**config.mk**
```make
export PLATFORM = sky130hd
export DESIGN_NAME = packet_framer_xor_checksum
export DESIGN_NICKNAME = d
export VERILOG_FILES = /design/src/rtl/pfx_pkg.sv /design/src/rtl/pfx_core.sv /design/src/rtl/pfx_ser.sv /design/src/rtl/packet_framer_xor_checksum.sv
export SDC_FILE = /design/constraint.sdc
export NUM_CORES = 1
export LEC_CHECK = 0
export BUFFER_PORTS_ARGS = -buffer_cell sky130_fd_sc_hd__buf_4
export CAP_MARGIN = 20
export CELL_PAD_IN_SITES_DETAIL_PLACEMENT = 2
export CELL_PAD_IN_SITES_GLOBAL_PLACEMENT = 2
export CORE_MARGIN = 5
export CORE_UTILIZATION = 40
export DETAILED_ROUTE_END_ITERATION = 8
export GPL_TIMING_DRIVEN = 0
export PLACE_DENSITY = 0.81
export SYNTH_ARGS = -nofsm -noshare
export SYNTH_HDL_FRONTEND = slang
export SYNTH_SLANG_ARGS = --single-unit
```
**constraint.sdc**
```tcl
create_clock -name clk -period 4.55 [get_ports clk]
set_input_delay 0.6825 -clock clk [delete_from_list [all_inputs] [get_ports clk]]
set_output_delay 0.6825 -clock clk [all_outputs]
set_load 0.02 [all_outputs]
```
**src/rtl/pfx_pkg.sv**
```systemverilog
// Shared types and constants of the packet framer.
package pfx_pkg;

	localparam int MaxRes = 5;

	typedef enum logic [1:0] {
		ST_BYTE      = 2'd0,
		ST_TOO_LONG  = 2'd1,
		ST_NOT_READY = 2'd2,
		ST_STRAY     = 2'd3
	} status_t;

	typedef enum logic [1:0] {
		CFG_LINK_READY   = 2'd0,
		CFG_START_MARKER = 2'd1,
		CFG_END_MARKER   = 2'd2
	} cfg_idx_t;

	localparam logic [7:0] StartMarkerRst = 8'hAA;
	localparam logic [7:0] EndMarkerRst   = 8'h55;

	typedef struct packed {
		logic       link_ready;
		logic [7:0] start_marker;
		logic [7:0] end_marker;
	} cfg_t;

	typedef struct packed {
		logic       kind;
		logic [7:0] packet_type;
		logic [7:0] payload_length;
		logic [7:0] data_byte;
	} item_t;

	typedef struct packed {
		logic [7:0] data;
		status_t    status;
	} res_t;

	// Results of one word: entries 0 .. cnt-1 are used.
	typedef struct packed {
		res_t [MaxRes-1:0] res;
		logic [2:0]        cnt;
	} bundle_t;

endpackage

```
**src/rtl/pfx_core.sv**
```systemverilog
// Frame state and per-word result generation.
module pfx_core #(
	parameter int MAX_FRAME_BYTES = 64
) (
	input  logic             clk,
	input  logic             arst_n,
	input  pfx_pkg::item_t   item,
	input  pfx_pkg::cfg_t    cfg,
	input  logic             adv,
	output pfx_pkg::bundle_t bundle
);
	import pfx_pkg::*;

	localparam logic [8:0] MaxFrame = 9'(MAX_FRAME_BYTES);

	logic       frame_open_q;
	logic       discarding_q;
	logic [7:0] bytes_left_q;
	logic [7:0] running_xor_q;

	logic       frame_open_d;
	logic       discarding_d;
	logic [7:0] bytes_left_d;
	logic [7:0] running_xor_d;

	logic [7:0] bl_dec;
	logic [7:0] xor_next;
	logic       too_long;

	assign bl_dec   = bytes_left_q - 8'd1;
	assign xor_next = running_xor_q ^ item.data_byte;
	assign too_long = ({1'b0, item.payload_length} + 9'd5) > MaxFrame;

	always_comb begin
		bundle        = '0;
		frame_open_d  = frame_open_q;
		discarding_d  = discarding_q;
		bytes_left_d  = bytes_left_q;
		running_xor_d = running_xor_q;
		if (!item.kind) begin
			// a header always abandons whatever was in progress
			frame_open_d  = 1'b0;
			discarding_d  = 1'b0;
			bytes_left_d  = '0;
			running_xor_d = '0;
			if (!cfg.link_ready || too_long) begin
				bundle.res[0].status = cfg.link_ready ? ST_TOO_LONG : ST_NOT_READY;
				bundle.cnt           = 3'd1;
				if (item.payload_length != 8'd0) begin
					discarding_d = 1'b1;
					bytes_left_d = item.payload_length;
				end
			end else begin
				bundle.res[0] = '{data: cfg.start_marker, status: ST_BYTE};
				bundle.res[1] = '{data: item.packet_type, status: ST_BYTE};
				bundle.res[2] = '{data: item.payload_length, status: ST_BYTE};
				if (item.payload_length == 8'd0) begin
					bundle.res[3] = '{data: 8'd0, status: ST_BYTE};
					bundle.res[4] = '{data: cfg.end_marker, status: ST_BYTE};
					bundle.cnt    = 3'd5;
				end else begin
					bundle.cnt   = 3'd3;
					frame_open_d = 1'b1;
					bytes_left_d = item.payload_length;
				end
			end
		end else if (frame_open_q) begin
			bundle.res[0] = '{data: item.data_byte, status: ST_BYTE};
			bundle.cnt    = 3'd1;
			bytes_left_d  = bl_dec;
			running_xor_d = xor_next;
			if (bl_dec == 8'd0) begin
				bundle.res[1] = '{data: xor_next, status: ST_BYTE};
				bundle.res[2] = '{data: cfg.end_marker, status: ST_BYTE};
				bundle.cnt    = 3'd3;
				frame_open_d  = 1'b0;
				running_xor_d = '0;
			end
		end else if (discarding_q) begin
			bytes_left_d = bl_dec;
			if (bl_dec == 8'd0) begin
				discarding_d = 1'b0;
			end
		end else begin
			bundle.res[0].status = ST_STRAY;
			bundle.cnt           = 3'd1;
		end
	end

	always_ff @(posedge clk or negedge arst_n) begin
		if (!arst_n) begin
			frame_open_q  <= 1'b0;
			discarding_q  <= 1'b0;
			bytes_left_q  <= '0;
			running_xor_q <= '0;
		end else if (adv) begin
			frame_open_q  <= frame_open_d;
			discarding_q  <= discarding_d;
			bytes_left_q  <= bytes_left_d;
			running_xor_q <= running_xor_d;
		end
	end

`ifndef ASSERT_OFF
	a_open_xor_discard: assert property (@(posedge clk) disable iff (!arst_n)
		!(frame_open_q && discarding_q))
		else $error("frame open and discarding at once");
	a_open_count: assert property (@(posedge clk) disable iff (!arst_n)
		(frame_open_q || discarding_q) |-> (bytes_left_q != 8'd0))
		else $error("open frame with no bytes left");
	a_idle_xor: assert property (@(posedge clk) disable iff (!arst_n)
		!frame_open_q |-> (running_xor_q == 8'd0))
		else $error("checksum not cleared outside a frame");
`endif

endmodule

```
**src/rtl/pfx_ser.sv**
```systemverilog
// Result register: holds one word's results and sends them one per cycle while the output is not stalled.
module pfx_ser (
	input  logic             clk,
	input  logic             arst_n,
	input  pfx_pkg::bundle_t bundle,
	input  logic             load,
	input  logic             out_stall,
	output logic             out_valid,
	output pfx_pkg::res_t    res,
	output logic             last,
	output logic             can_load
);
	import pfx_pkg::*;

	res_t [MaxRes-1:0] res_q;
	logic [2:0]        cnt_q;
	logic [2:0]        idx_q;
	logic              fire;

	assign out_valid = (cnt_q != 3'd0);
	assign last      = (idx_q == cnt_q - 3'd1);
	assign res       = res_q[idx_q];
	assign fire      = out_valid && !out_stall;
	assign can_load  = !out_valid || (fire && last);

	always_ff @(posedge clk or negedge arst_n) begin
		if (!arst_n) begin
			cnt_q <= '0;
			idx_q <= '0;
		end else if (load) begin
			cnt_q <= bundle.cnt;
			idx_q <= '0;
		end else if (fire) begin
			if (last) begin
				cnt_q <= '0;
				idx_q <= '0;
			end else begin
				idx_q <= idx_q + 3'd1;
			end
		end
	end

	always_ff @(posedge clk) begin
		if (load) begin
			res_q <= bundle.res;
		end
	end

`ifndef ASSERT_OFF
	a_cnt_range: assert property (@(posedge clk) disable iff (!arst_n)
		cnt_q <= 3'd5)
		else $error("result count out of range");
	a_idx_range: assert property (@(posedge clk) disable iff (!arst_n)
		out_valid |-> (idx_q < cnt_q))
		else $error("result index past count");
	a_keep_going: assert property (@(posedge clk) disable iff (!arst_n)
		(fire && !last) |=> (out_valid && idx_q == $past(idx_q) + 3'd1))
		else $error("word results cut short");
`endif

endmodule

```
**src/rtl/packet_framer_xor_checksum.sv**
```systemverilog
// Packet framer with XOR checksum: top level.
//
// Input channel (in_valid/in_stall): one word per item; kind 0 is a header
// carrying packet_type and payload_length, kind 1 carries one data_byte.
// Output channel (out_valid/out_stall): one frame byte or status per word,
// last marks the final result of an input word.
// A header gives start marker, type and length (plus checksum and end
// marker when the payload is empty); each payload byte gives itself, the
// final one also the XOR checksum and end marker. Rejected headers give a
// single status word and their payload bytes vanish.
// A word is held in the input register, then its results in the result
// register. Throughput: one word per cycle while each word has one
// result and the output is not stalled; a word with n results holds the
// output register until all n are sent, so headers give 3 or 5 results
// and the closing payload byte 3, as the output port is single. Words
// with no result (discarded bytes) pass without using the output
// register. Configuration (cfg_we/cfg_index/cfg_wdata) is to be written
// by the user only while idle; the block does not enforce it. Reset
// clears frame state and all queued results and restores the markers
// to 0xAA and 0x55 with the link not ready. A stalled output holds its
// word and backs up into in_stall; nothing is lost.
module packet_framer_xor_checksum #(
	parameter int MAX_FRAME_BYTES = 64
) (
	input  logic       clk,
	input  logic       arst_n,
	input  logic       in_valid,
	output logic       in_stall,
	input  logic       kind,
	input  logic [7:0] packet_type,
	input  logic [7:0] payload_length,
	input  logic [7:0] data_byte,
	output logic       out_valid,
	input  logic       out_stall,
	output logic [7:0] out_byte,
	output logic [1:0] status,
	output logic       last,
	input  logic       cfg_we,
	input  logic [1:0] cfg_index,
	input  logic [7:0] cfg_wdata
);
	import pfx_pkg::*;

	cfg_t    cfg_q;
	item_t   item_s1;
	logic    valid_s1;
	bundle_t bundle;
	res_t    res;
	logic    can_load;
	logic    adv;
	logic    load;

	always_ff @(posedge clk or negedge arst_n) begin
		if (!arst_n) begin
			cfg_q.link_ready   <= 1'b0;
			cfg_q.start_marker <= StartMarkerRst;
			cfg_q.end_marker   <= EndMarkerRst;
		end else if (cfg_we) begin
			unique case (cfg_idx_t'(cfg_index))
				CFG_LINK_READY:   cfg_q.link_ready   <= cfg_wdata[0];
				CFG_START_MARKER: cfg_q.start_marker <= cfg_wdata;
				CFG_END_MARKER:   cfg_q.end_marker   <= cfg_wdata;
				default: ;
			endcase
		end
	end

	// input register; a word leaves it once its results fit the output side
	assign adv      = valid_s1 && ((bundle.cnt == 3'd0) || can_load);
	assign load     = adv && (bundle.cnt != 3'd0);
	assign in_stall = valid_s1 && !adv;

	always_ff @(posedge clk or negedge arst_n) begin
		if (!arst_n) begin
			valid_s1 <= 1'b0;
		end else if (!in_stall) begin
			valid_s1 <= in_valid;
		end
	end

	always_ff @(posedge clk) begin
		if (!in_stall && in_valid) begin
			item_s1 <= '{kind: kind, packet_type: packet_type,
				payload_length: payload_length, data_byte: data_byte};
		end
	end

	pfx_core #(
		.MAX_FRAME_BYTES(MAX_FRAME_BYTES)
	) u_core (
		.clk    (clk),
		.arst_n (arst_n),
		.item   (item_s1),
		.cfg    (cfg_q),
		.adv    (adv),
		.bundle (bundle)
	);

	pfx_ser u_ser (
		.clk       (clk),
		.arst_n    (arst_n),
		.bundle    (bundle),
		.load      (load),
		.out_stall (out_stall),
		.out_valid (out_valid),
		.res       (res),
		.last      (last),
		.can_load  (can_load)
	);

	assign out_byte = res.data;
	assign status   = res.status;

endmodule

```
; ---- Word level (Yosys, flattened, before mapping)
; Cells that the tools add are included.
; W data, S select, Z words.
[totals]
input_bits = 40
regBits = 117
word_cells = 107
[op_classes]
n_reduce_logical = 32
add_sub_neg = 4
muxes = 37
n_bitwise = 2
n_eq_ne = 6
magnitude_cmp = 2
[ops]
columns = cell, count
row1 = $mux W8, 9
row2 = $mux W28, 2
row3 = $mux W33, 1
row4 = $bmux W10 S3, 1
row5 = $mux W3, 7
row6 = $mux W20, 1
row7 = $logic_not A8 Y1, 2
row8 = $mux W5, 3
row9 = $reduce_and A2 Y1, 7
row10 = $mux W1, 10
row11 = $mux W10, 1
row12 = $add A8 B3 Y9 const B, 1
row13 = $gt A9 B7 Y1 const B, 1
row14 = $reduce_bool A8 Y1, 1
row15 = $sub A8 B1 Y8 const B, 1
row16 = $xor A8 B8 Y8, 1
row17 = $logic_and A1 B1 Y1, 6
row18 = $reduce_bool A3 Y1, 2
row19 = $logic_not A1 Y1, 5
row20 = $lt A3 B4 Y1 const B, 1
row21 = $mux W2, 2
row22 = $reduce_bool A2 Y1, 2
row23 = $add A3 B1 Y3 const B, 1
row24 = $eq A3 B3 Y1, 1
row25 = other kinds (12), 14

; ---- Logic depth before layout (Yosys ltp)
[depth]
depth_word = 12
mapped_depth = 9
ltp_nobuf = 7

; ---- By module
; From an unflattened synthesis, not the netlist that was laid out.
[hier_totals]
cells_unflattened = 411
hier_area_um2 = 5526.6
[modules_own_cells]
columns = mod, seq_area_each_um2, area_each_um2, cells_per_inst, instances
row1 = pfx_ser, 1651.6, 2372.3, 142, 1
row2 = pfx_core, 450.4, 1655.3, 197, 1
row3 = packet_framer_xor_checksum, 1211.2, 1498.9, 72, 1

; ---- Worst setup path after synthesis
; Ideal clock, no wire load.
[synth_timing]
path_kind = register to register
from = register u_ser.cnt_q[0]
to = register u_ser.res_q[0] (netlist bit), enable pin
required_time_ns = 4.123
arrival_time_ns = 2.722
setup_time_ns = 0.427
setup_slack_ns = 1.401
path_buffers = 0
path_stages_with_launch = 6
path_cell_list = dfrtp_1 > inv_1 > ha_1 > xor2_1 > a41oi_4 > nor2_1
[synth_via]
elab_chain_cells = 7
word_cells_on_any_way = 10
[synth_rtl]
columns = element, line
row1 = "start, declared", pfx_ser.sv:16  ; logic [2:0] cnt_q;
row2 = "start signal, assigned", pfx_ser.sv:31  ; cnt_q <= bundle.cnt;
row3 = $sub A3 B1 Y3 / $reduce_bool A3 Y1 (equally long branches), "pfx_ser.sv:21, pfx_ser.sv:20"
row4 = $eq A3 B3 Y1 / $logic_and A1 B1 Y1 (equally long branches), "pfx_ser.sv:21, pfx_ser.sv:23"
row5 = $logic_and A1 B1 Y1, pfx_ser.sv:24  ; assign can_load = !out_valid || (fire && last);
row6 = $logic_or A1 B1 Y1 *, pfx_ser.sv:24
row7 = $logic_or A1 B1 Y1 *, packet_framer_xor_checksum.sv:69  ; assign adv = valid_s1 && ((bundle.cnt == 3'd0) || can_load);
row8 = $logic_and A1 B1 Y1 *, packet_framer_xor_checksum.sv:69
row9 = $logic_and A1 B1 Y1 *, packet_framer_xor_checksum.sv:70  ; assign load = adv && (bundle.cnt != 3'd0);
row10 = "end signal, assigned", pfx_ser.sv:45  ; res_q <= bundle.res;
row11 = "end, declared", pfx_ser.sv:15  ; res_t [MaxRes-1:0] res_q;
; Every way passes the cells marked *; elsewhere a longest branch is shown, timed or not.
; A chain may end at the register's enable or synchronous reset.

; ---- Final worst setup path
[layout_timing]
from = register u_ser.idx_q[2]
to = output port out_byte[0]
[layout_via]
elab_chain_cells = 2
[layout_rtl]
columns = element, line
row1 = "start, declared", pfx_ser.sv:17  ; logic [2:0] idx_q;
row2 = "start signal, assigned", pfx_ser.sv:38  ; idx_q <= idx_q + 3'd1;
row3 = $bmux W10 S3, pfx_ser.sv:22  ; assign res = res_q[idx_q];
row4 = $mux W10 (not written as such), pfx_ser.sv:22
row5 = "end, declared", packet_framer_xor_checksum.sv:35  ; output logic [7:0] out_byte,
; No other way between the ends. The select of a mux whose other input is x is not followed.

==> flow_summary.json <==
{
  "fin_crit_sh_pct": 63.51,
  "relSlewSlack_pct": 33.72,
  "maxSlewViolCount": 0,
  "p_sw_mw": 1.636,
  "vdd_drop_max_mv": 0.3134,
  "grt_first_pass_wirelength_um": 21510,
  "layout-drive-gt1-share_pct": 25.34,
  "netlist_instances": 368,
  "cts_tree": "yes",
  "numClockSinks": 101,
  "start_kind": "register",
  "syn-cell-area_sq_mm": 0.004721,
  "antenna_found_initial": 0,
  "cts_max_level": 3,
  "tightest_slew_ps": 991.8,
  "synth-seq-area-share_pct": 60.01,
  "synth_warnings": 0,
  "cap_violations": 0,
  "critPathKind": "reg -> out",
  "port-buffer-count": 52,
  "cts_buffers": 9,
  "synth_top_cells_by_area": "edfxtp_1 38%, dfrtp_1 18%, a22o_1 5.6%",
  "period_needed_ps": 2890,
  "synth_top_cell_by_area": "edfxtp_1",
  "p_seq_share_pct": 41.4,
  "worstPathArrival_ps": 2210,
  "path_max_fanout": 10,
  "rsz0062_at_grt": "false",
  "fin_worst_skew_ps": 7.557,
  "rr_worst_depth": 7,
  "worst-endpoint-required_ps": 3870,
  "synth_cell_types": 55,
  "vias_per_cell": 5.642,
  "drt_pass1_iterations": 4,
  "grtUsageTotal_pct": 19.59,
  "drc": 0,
  "synth_seq_cells": 101,
  "design.core.area_sq_mm": 0.01152,
  "path_clk_slew_ps": 70,
  "hold_buffers": 0,
  "avgSynthCellArea_sq_um": 12.83,
  "post_cts_buffers": 0,
  "ys.flop_type": "edfxtp_1",
  "ctsResizeCount": 0,
  "wl_per_cell_um": 23.11,
  "clk_latency_ps": 350,
  "final_nets": 478,
  "grt_pass1_vias": 3775,
  "end_kind": "primary output",
  "ios": 53,
  "synth_edf_count": 59,
  "hold_viol_final": 0,
  "gr-total-overflow": 0,
  "drtIter0Drc": 136,
  "area_growth_pct": 18.58,
  "yosysTopAreaCellShare_pct": 37.53,
  "post-dp-hpwl_um": 10060,
  "leakage_nw": 2.193,
  "swShare_pct": 40.34,
  "die_width_um": 118.6,
  "powerDensity_mw_per_mm2": 724.4,
  "power.share.clock_pct": 18.1,
  "utilization_pct": 48.61,
  "std_cell_rows": 39,
  "hold_path.class": "in -> async",
  "finalWirelength_um": 13430,
  "die_h_um": 118.6,
  "ant_nets": 0,
  "start_util_pct": 40.99,
  "design.die.area_sq_mm": 0.01407,
  "root_buffer": "clkbuf_16",
  "num_vias": 3278,
  "syn_nets": 413,
  "pwr-share-comb_pct": 40.5,
  "grt_max_degree": 43,
  "gp_congestion": 0.7836,
  "setup_tns_ps": 0,
  "clockBufferDepth": 2,
  "async_flop_share_pct": 41.58,
  "status": "finished clean",
  "fmax_mhz": 346.1,
  "setup_viol": 0,
  "n_antenna_cell": 0,
  "power.internal_mw": 2.419
}
[cells in the mapped netlist (4+ instances only)]
master and count:
edfxtp_1 59, dfrtp_1 34, a22o_1 30, nor2_1 22
o21ai_0 22, mux2_2 20, nand2_1 18, and2_1 17
inv_1 12, a21oi_1 11, nor2b_1 11, nor3_1 11
mux2i_1 10, xor2_1 10, clkbuf_1 9, dfstp_2 8
ha_1 5, nand3_1 5, o32ai_1 4
[stage by stage]
stage          area [sq um]  cells  power (mW)  hold WS, ps  worst slack (ps)
6_report               5598    581       4.055        336.0              1660
5_1_grt                5598    581       4.304        368.8              1506
4_1_cts                5593    580       4.091        350.2              1618
3_5_place_dp           5315    564       3.340        506.5              1745
3_3_place_gp           5290    563       3.164        487.4             747.9
2_1_floorplan          4721    368       2.688        386.9              1401
[routing by layer]
layer  vias up  track usage, %  share of wire [%]
met5         -               0                  0
met4         0           6.734                1.7
met3        18           3.343                2.9
met2        54           33.57                 51
met1      1688           25.15                 45
li1       1518               -                  -
[worst paths after layout]
check	from	endpoint	slack, ps
setup / recovery	u_ser.idx_q[2]	out_byte[0]	1660
hold / removal	arst_n	u_core.bytes_left_q[1]	340
setup reg to reg	u_core.bytes_left_q[0]	u_ser.res_q[18]	1750
hold reg to reg	cfg_q[12]	cfg_q[12]	530
max in group asynchronous	arst_n	u_ser.cnt_q[1]	3810
min in group clk	packet_type[7]	item_s1[23]	510
[cell type report]
class | instances | area, sq um
Fill cell | 1142 | 5918
Clock buffer | 12 | 246.5
Tap cell | 143 | 178.9
Sequential cell | 101 | 2833
Multi-Input combinational cell | 241 | 1794
Timing Repair Buffer | 54 | 410.4
Clock inverter | 4 | 31.28
Inverter | 12 | 45.04
Buffer | 14 | 58.81
[critical path, stage by stage, from the launching register on]
cell and delay [ps]:
dfrtp_1 320, buf_2 190, buf_1 550, mux2i_1 280
nor2_1 60, a21oi_1 170, o21ai_0 100, buf_4 180
[power by group through the flow]
stage / Combinational (mW) / Sequential (mW) / Clock, mW
after floorplan: 1.10 / 1.59 / 0
after global placement: 1.50 / 1.67 / 0
after detailed placement: 1.65 / 1.69 / 0
after CTS: 1.66 / 1.68 / 0.750
after global routing: 1.80 / 1.72 / 0.789
final: 1.64 / 1.68 / 0.735
[kinds of logic after synthesis]
group	Yosys count	share of synthesized area (%)
adder cells (fa/ha/maj)	5	1.325
XOR/XNOR	11	2.332
AO/OA/AOI/OAI	92	14.95
AND/OR/NAND/NOR	103	12.30
flip-flops	101	60.01
buffers and inverters	26	2.200
multiplexers	30	6.891
[registers in the layout (all words and copies together), names as in the netlist, 3 cells and up]
| name | count |
|---|---|
| u_core.running_xor_q | 8 |
| u_ser.idx_q | 3 |
| u_core.bytes_left_q | 8 |
| u_ser.res_q | 34 |
| item_s1 | 25 |
| cfg_q | 17 |
| u_ser.cnt_q | 3 |
[placed cells by master, fill, tap and decap left out, types with 3 or more instances in the layout]
cell,count
nor4b_1,3
clkbuf_16,9
dfstp_2,8
nand3b_1,3
nand3_1,5
buf_4,53
nand2_1,18
a21o_1,3
nor2_1,21
o21ai_0,22
dfrtp_1,34
and2_1,17
xor2_1,10
edfxtp_1,59
mux2i_1,10
nor3_1,11
ha_1,5
a31oi_1,3
a21oi_1,11
inv_1,12
clkbuf_1,11
o32ai_1,4
a22o_1,30
nor2b_1,10
mux2_2,20
(Power assumes the default switching activity.)
